<file path="src/rtl/tdes_pkg.sv">
// Shared types and constants of the decaying event score block.
`timescale 1ns / 1ps
package tdes_pkg;

  localparam int unsigned SCORE_W  = 48;
  localparam int unsigned TS_W     = 32;
  localparam int unsigned CNT_W    = 16;
  localparam int unsigned FACTOR_W = 16;
  localparam int unsigned HI_W     = 32;

  localparam logic [FACTOR_W-1:0] FACTOR_RESET = 16'h8000;

  typedef enum logic [7:0] {
    S_IDLE = 8'b0000_0001,
    S_PMUL = 8'b0000_0010,
    S_BSQ  = 8'b0000_0100,
    S_DLO  = 8'b0000_1000,
    S_DHI  = 8'b0001_0000,
    S_ADD  = 8'b0010_0000,
    S_OLO  = 8'b0100_0000,
    S_OHI  = 8'b1000_0000
  } state_e;

  typedef enum logic [1:0] {
    MUL_PB = 2'd0,
    MUL_BB = 2'd1,
    MUL_LO = 2'd2,
    MUL_HI = 2'd3
  } mul_op_e;

endpackage

</file>
<file path="src/rtl/timestamped_decaying_event_score.sv">
// Top level of the timestamped decaying event score: sequencer, state and handshakes.
`timescale 1ns / 1ps
// Each accepted word is worked on alone by one shared multiplier under a
// small sequencer, and in_ready_o is low until it is done. A word whose
// timestamp does not move forward skips the decay; for a word with a
// positive age, square-and-multiply spends one multiply on the running
// power and one on squaring the base per age bit and stops after the
// top set bit. The result waits in an output register, so the next word is
// taken while the previous result is still unclaimed; the sequencer holds
// its last step only if a new result is ready before the old one has been
// taken. Writes of decay_factor are taken at any time and must only happen
// while idle.
module timestamped_decaying_event_score #(
  parameter int unsigned TIME_BITS = 32,
  parameter int unsigned FRAC_BITS = 16
) (
  input  logic                           clk_i,
  input  logic                           rst_ni,
  input  logic                           cfg_valid_i,
  output logic                           cfg_ready_o,
  input  logic [tdes_pkg::FACTOR_W-1:0]  decay_factor_i,
  input  logic                           in_valid_i,
  output logic                           in_ready_o,
  input  logic                           mode_i,
  input  logic [tdes_pkg::TS_W-1:0]      timestamp_i,
  input  logic [tdes_pkg::CNT_W-1:0]     event_count_i,
  output logic                           out_valid_o,
  input  logic                           out_ready_i,
  output logic [tdes_pkg::SCORE_W-1:0]   score_o
);
  import tdes_pkg::*;

  localparam int unsigned PW  = FRAC_BITS + 1;
  localparam int unsigned SB  = HI_W + FRAC_BITS;
  localparam int unsigned SHL = (FRAC_BITS >= FACTOR_W) ? FRAC_BITS - FACTOR_W : 0;
  localparam int unsigned SHR = (FRAC_BITS < FACTOR_W) ? FACTOR_W - FRAC_BITS : 0;
  localparam logic [PW-1:0] UNITY = PW'(1) << FRAC_BITS;

  state_e                state_q, state_d;
  logic [FACTOR_W-1:0]   factor_q, factor_d;
  logic [SB-1:0]         acc_q, acc_d;
  logic [TIME_BITS-1:0]  last_q, last_d;
  logic [TIME_BITS-1:0]  age_q, age_d;
  logic [PW-1:0]         p_q, p_d;
  logic [PW-1:0]         b_q, b_d;
  logic [PW-1:0]         tmp_q, tmp_d;
  logic                  mode_q, mode_d;
  logic [CNT_W-1:0]      cnt_q, cnt_d;
  logic [SCORE_W-1:0]    score_q, score_d;
  logic                  out_valid_q, out_valid_d;

  logic [TIME_BITS-1:0]  t_in;
  logic [PW-1:0]         fq;
  logic [SB:0]           sum;
  mul_op_e               mul_op;
  logic [PW-1:0]         mul_frac;
  logic [SB-1:0]         mul_wide;
  logic                  in_fire;
  logic                  slot_free;

  assign cfg_ready_o = 1'b1;
  assign in_ready_o  = (state_q == S_IDLE);
  assign in_fire     = in_valid_i && in_ready_o;
  assign out_valid_o = out_valid_q;
  assign score_o     = score_q;
  assign slot_free   = !out_valid_q || out_ready_i;

  assign t_in = TIME_BITS'(timestamp_i);
  assign fq   = PW'((32'(factor_q) << SHL) >> SHR);
  assign sum  = {1'b0, acc_q} + (SB + 1)'({cnt_q, {FRAC_BITS{1'b0}}});

  always_comb begin
    case (state_q)
      S_PMUL:       mul_op = MUL_PB;
      S_BSQ:        mul_op = MUL_BB;
      S_DLO, S_OLO: mul_op = MUL_LO;
      default:      mul_op = MUL_HI;
    endcase
  end

  tdes_mul #(
    .FRAC_BITS(FRAC_BITS)
  ) u_mul (
    .op_i   (mul_op),
    .p_i    (p_q),
    .b_i    (b_q),
    .v_i    (acc_q),
    .tmp_i  (tmp_q),
    .frac_o (mul_frac),
    .wide_o (mul_wide)
  );

  always_comb begin
    state_d     = state_q;
    factor_d    = factor_q;
    acc_d       = acc_q;
    last_d      = last_q;
    age_d       = age_q;
    p_d         = p_q;
    b_d         = b_q;
    tmp_d       = tmp_q;
    mode_d      = mode_q;
    cnt_d       = cnt_q;
    score_d     = score_q;
    out_valid_d = out_valid_q;

    if (out_valid_q && out_ready_i) begin
      out_valid_d = 1'b0;
    end
    if (cfg_valid_i) begin
      factor_d = decay_factor_i;
    end

    case (state_q)
      S_IDLE: begin
        if (in_fire) begin
          mode_d = mode_i;
          cnt_d  = event_count_i;
          p_d    = UNITY;
          b_d    = fq;
          if (t_in > last_q) begin
            age_d   = t_in - last_q;
            last_d  = t_in;
            state_d = S_PMUL;
          end else begin
            state_d = S_ADD;
          end
        end
      end
      S_PMUL: begin
        if (age_q[0]) begin
          p_d = mul_frac;
        end
        state_d = S_BSQ;
      end
      S_BSQ: begin
        b_d   = mul_frac;
        age_d = age_q >> 1;
        if ((age_q >> 1) == '0) begin
          state_d = S_DLO;
        end else begin
          state_d = S_PMUL;
        end
      end
      S_DLO: begin
        tmp_d   = mul_frac;
        state_d = S_DHI;
      end
      S_DHI: begin
        acc_d   = mul_wide;
        state_d = S_ADD;
      end
      S_ADD: begin
        if (mode_q) begin
          acc_d = sum[SB] ? {SB{1'b1}} : sum[SB-1:0];
        end
        p_d     = UNITY - fq;
        state_d = S_OLO;
      end
      S_OLO: begin
        tmp_d   = mul_frac;
        state_d = S_OHI;
      end
      S_OHI: begin
        if (slot_free) begin
          score_d     = SCORE_W'(mul_wide);
          out_valid_d = 1'b1;
          state_d     = S_IDLE;
        end
      end
      default: begin
        state_d = S_IDLE;
      end
    endcase
  end

  always_ff @(posedge clk_i or negedge rst_ni) begin
    if (!rst_ni) begin
      state_q     <= S_IDLE;
      factor_q    <= FACTOR_RESET;
      acc_q       <= '0;
      last_q      <= '0;
      out_valid_q <= 1'b0;
    end else begin
      state_q     <= state_d;
      factor_q    <= factor_d;
      acc_q       <= acc_d;
      last_q      <= last_d;
      out_valid_q <= out_valid_d;
    end
  end

  always_ff @(posedge clk_i) begin
    age_q   <= age_d;
    p_q     <= p_d;
    b_q     <= b_d;
    tmp_q   <= tmp_d;
    mode_q  <= mode_d;
    cnt_q   <= cnt_d;
    score_q <= score_d;
  end

endmodule

</file>
<file path="src/rtl/tdes_mul.sv">
// Shared fixed-point multiplier with operand select, truncation and merge add.
`timescale 1ns / 1ps
module tdes_mul #(
  parameter int unsigned FRAC_BITS = 16
) (
  input  tdes_pkg::mul_op_e          op_i,
  input  logic [FRAC_BITS:0]         p_i,
  input  logic [FRAC_BITS:0]         b_i,
  input  logic [31+FRAC_BITS:0]      v_i,
  input  logic [FRAC_BITS:0]         tmp_i,
  output logic [FRAC_BITS:0]         frac_o,
  output logic [31+FRAC_BITS:0]      wide_o
);
  import tdes_pkg::*;

  localparam int unsigned PW     = FRAC_BITS + 1;
  localparam int unsigned SB     = HI_W + FRAC_BITS;
  localparam int unsigned PROD_W = HI_W + PW;

  logic [HI_W-1:0]   a_op;
  logic [PW-1:0]     b_op;
  logic [PROD_W-1:0] prod;

  always_comb begin
    case (op_i)
      MUL_PB: begin
        a_op = HI_W'(p_i);
        b_op = b_i;
      end
      MUL_BB: begin
        a_op = HI_W'(b_i);
        b_op = b_i;
      end
      MUL_LO: begin
        a_op = HI_W'(v_i[FRAC_BITS-1:0]);
        b_op = p_i;
      end
      MUL_HI: begin
        a_op = v_i[SB-1:FRAC_BITS];
        b_op = p_i;
      end
      default: begin
        a_op = '0;
        b_op = '0;
      end
    endcase
  end

  assign prod   = PROD_W'(a_op) * PROD_W'(b_op);
  assign frac_o = PW'(prod >> FRAC_BITS);
  assign wide_o = SB'(prod + PROD_W'(tmp_i));

endmodule

</file>
<file path="config.mk">
export PLATFORM = sky130hd
export DESIGN_NAME = timestamped_decaying_event_score
export DESIGN_NICKNAME = d
export VERILOG_FILES = /design/src/rtl/tdes_pkg.sv /design/src/rtl/timestamped_decaying_event_score.sv /design/src/rtl/tdes_mul.sv
export SDC_FILE = /design/constraint.sdc
export NUM_CORES = 2
export LEC_CHECK = 0
export BUFFER_PORTS_ARGS = -buffer_cell sky130_fd_sc_hd__buf_2
export CAP_MARGIN = 10
export CORE_MARGIN = 3
export CORE_UTILIZATION = 67
export CTS_CLUSTER_DIAMETER = 40
export CTS_CLUSTER_SIZE = 25
export DETAILED_ROUTE_END_ITERATION = 12
export PLACE_DENSITY = 0.87
export SYNTH_ARGS = -nofsm -noshare
export SYNTH_HDL_FRONTEND = slang
export SYNTH_SLANG_ARGS = --single-unit
</file>
<file path="constraint.sdc">
create_clock -name clk_i -period 17.98 [get_ports clk_i]
set_input_delay 2.697 -clock clk_i [delete_from_list [all_inputs] [get_ports clk_i]]
set_output_delay 2.697 -clock clk_i [all_outputs]
set_load 0.01 [all_outputs]
</file>
==> results.md <==
* Largest family of logic cells by synthesized area: adder cells
* Seq/Total Area, Yosys at 0.219
* Synth Area in Compound Gates at 0.120
* TritonCTS clock tree: done
* Max Fclk at 0.0803 GHz
* Mux contribution to synthesized area at 0.0293
* Max_cap viols at 0
* R2R Path Start: state_q[0]
* Crit-path slowest cell: nor2_2
* Clock transition at path regs at around 0.070 ns
* Max stage delay on crit path at 1.17 ns
* DRT iter0 DRCs at 3540
* Total track usage at 0.391
* Worst-Skew Late Latency at roughly 0.59 ns
* Htree depth at 1
* Worst slew margin at 0.0864
* Ports at 121
* Ys Warns at 0
* Clock sinks at between 200 and 300
* Clock buffer count from CTS at 27
* Yosys top cell area share at 0.279
* Critical Path RT at 18.30 ns
* Core Region at 47100 sq um
* R2R Setup Slk at 5.53 ns
* Synthesized Nets at 4291
* Final Max Tran Viols at 0
* Post-Synth Adder-Cell Area at 0.351
* Die height at 226 um
* Hold_buf cts at 0
* Worst min-delay path startpoint: last_q[12]
* Root Buffer: clkbuf_16
* R2R cell count at 35
* Post-synthesis simple-gate area fraction at 0.163
* Worst endpoint data arrival time at about 13 ns
* Worst Skew at ~0.025 ns
* Register bit count reported by yosys at 253
* CTS-repair resized insts at 0
* Gpl congestion at 1.01
* P&R area growth vs syn at 6.31%
* CP Class: register to register
* Initial cell density of the core at 0.686
* # DRC at 0
* Top_reg_cell synth: edfxtp_1
* Drt pass-1 iters at 8
* Initial antenna violation count at 2
* Syn Area/Cell at ~9 sq um
* GRT overflow at 0
* Vias in the first global route at about 28000
* Crit share post-route at 0.693
* Layout net count at 4327
* Post-synth ARST share at 0.415
* Area contributors post-synth: fa_1, edfxtp_1, dfrtp_1
* Die width at 226 um
* Post-CTS Setup Bufs at 0
* Worst hold path stage count at 1
* Post-DP HPWL at 74.7 mm
* Critical Path End Type: register
* Total Routed Length at 97.6 mm
* Largest net degree at the start of global routing at 65
* Largest fanout on the critical path at 56
* Via count at roughly 28000
* R2r endpoint: score_o[46]
* Critical Path Most Common Cell: fa_1
* First-pass GRT wire length at 153 mm
* Final setup vio count at 0
* Area leader, netlist: fa_1
* Setup TNS at 0 ns
* Actual slew at the worst max-slew pin at about 1.4 ns
* Wirelength per Cell at 23.0 um
* ANT nets after route at 0
* RSZ-0062 raised after global routing: no
* Critical path launch point type: register
* Row Count at 79
* HP Class: register to register
* Final Hold Viols at 0
* Port bufs at 119
* Outcome: completed
* Synth Area in XOR/XNOR at 0.0327
* Post-Syn Instances at 3585
* Netlist cell types at 100
* DR vias/cell at 6.49
* Synthesized area at 32300 sq um
* Number of flops mapped to enable cells by yosys at 148
* Clock tree buffer depth at 3
* Fillers at 3372
* Hold Path End: last_q[12]
* Final worst path period need at about 12 ns
* Ratio of cells with drive above 1 in the final layout at 0.0934
* Full die area at 50900 sq um
-- layout by cell type, fill, tap and decap left out, types with 21 or more instances in the layout --
cell / Yosys / routed
a21o_1: 54 / 54
a21oi_1: 144 / 144
a31oi_1: 42 / 39
and2_1: 27 / 27
buf_2: 11 / 118
buf_4: 3 / 39
clkbuf_16: 0 / 27
dfrtp_1: 103 / 103
edfxtp_1: 148 / 148
fa_1: 451 / 451
ha_1: 185 / 185
inv_1: 569 / 569
mux2_2: 61 / 61
mux2i_1: 26 / 21
nand2_1: 539 / 538
nand3_1: 42 / 42
nand4_1: 35 / 35
nor2_1: 341 / 340
nor3_1: 43 / 42
o21a_1: 34 / 34
o21ai_0: 115 / 115
xnor2_1: 79 / 79
xor2_1: 40 / 40
-- synth_stat cells, types with 21 or more instances --
| cell type | number |
|---|---|
| a21o_1 | 54 |
| a21oi_1 | 144 |
| a31oi_1 | 42 |
| and2_1 | 27 |
| buf_1 | 21 |
| clkbuf_1 | 116 |
| dfrtp_1 | 103 |
| edfxtp_1 | 148 |
| fa_1 | 451 |
| ha_1 | 185 |
| inv_1 | 569 |
| mux2_2 | 61 |
| mux2i_1 | 26 |
| nand2_1 | 539 |
| nand3_1 | 42 |
| nand4_1 | 35 |
| nor2_1 | 341 |
| nor3_1 | 43 |
| o21a_1 | 34 |
| o21ai_0 | 115 |
| xnor2_1 | 79 |
| xor2_1 | 40 |
-- worst max-delay path by stage --
stage             endpoint  slack, ns        from
2_1_floorplan    acc_q[45]       7.88  state_q[2]
3_3_place_gp   score_o[46]       6.21  state_q[0]
3_5_place_dp   score_o[46]       5.92  state_q[0]
4_1_cts        score_o[46]       5.89  state_q[0]
5_1_grt        score_o[46]       5.07  state_q[0]
6_report       score_o[46]       5.53  state_q[0]
-- worst max-delay path, delay by kind of cell, from the launching register on --
family | cells | cell delay, ns
simple gates | 12 | 4.34
fa+ha+maj | 8 | 3.58
compound gates | 9 | 2.83
buf+inv | 5 | 0.76
flops | 1 | 0.55
xor+xnor | 1 | 0.15
-- state kept, by name (all words and copies together) (netlist names) --
name         count
score_o         48
out_valid_o      1
tmp_q           17
p_q             17
cnt_q           16
mode_q           1
state_q          8
b_q             17
factor_q        16
age_q           32
last_q          32
acc_q           48
-- metrics by stage --
step,worst slack [ns],hold slack [ns],cell area [sq um],util,std cells
after floorplan,7.88,0.460,32300,-,3585
after global placement,6.21,0.479,33400,0.709,4197
after detailed placement,5.92,0.494,33400,0.709,4197
after CTS,5.89,0.507,34300,0.728,4247
after global routing,5.07,0.525,34400,0.729,4249
final,5.53,0.505,34400,0.729,4253
-- kinds of logic (layout without fill, tap and decap cells) --
kind of cell	after synthesis	count (layout)
simple gates	1184	1184
buf+inv	722	779
fa+ha+maj	636	636
compound gates	582	582
flops	253	253
xor+xnor	120	120
mux	87	87
other cells	1	5
-- per-layer routing --
| metal | part of all wire | vias up | track usage | routed length (um) |
|---|---|---|---|---|
| met4 | 0.074 | 2 | 0.216 | 7240 |
| met5 | 0.00013 | - | 0 | 13 |
| met1 | 0.36 | 13400 | 0.511 | 34900 |
| li1 | - | 11800 | - | - |
| met3 | 0.13 | 505 | 0.101 | 12500 |
| met2 | 0.44 | 1935 | 0.601 | 43000 |
-- final cells by class --
class | count | area (sq um) | share of cell area
Antenna cell | 4 | 10.0 | 0.000291
Clock buffer | 28 | 679 | 0.0198
Clock inverter | 22 | 225 | 0.00655
Inverter | 571 | 2150 | 0.0625
Multi-Input combinational cell | 2610 | 22600 | 0.657
Sequential cell | 253 | 7070 | 0.206
Tap cell | 607 | 759 | 0.0221
Timing Repair Buffer | 158 | 888 | 0.0259
Power is not shown: default switching activity piles up to over one toggle a cycle in this logic, so the estimate is an artifact.
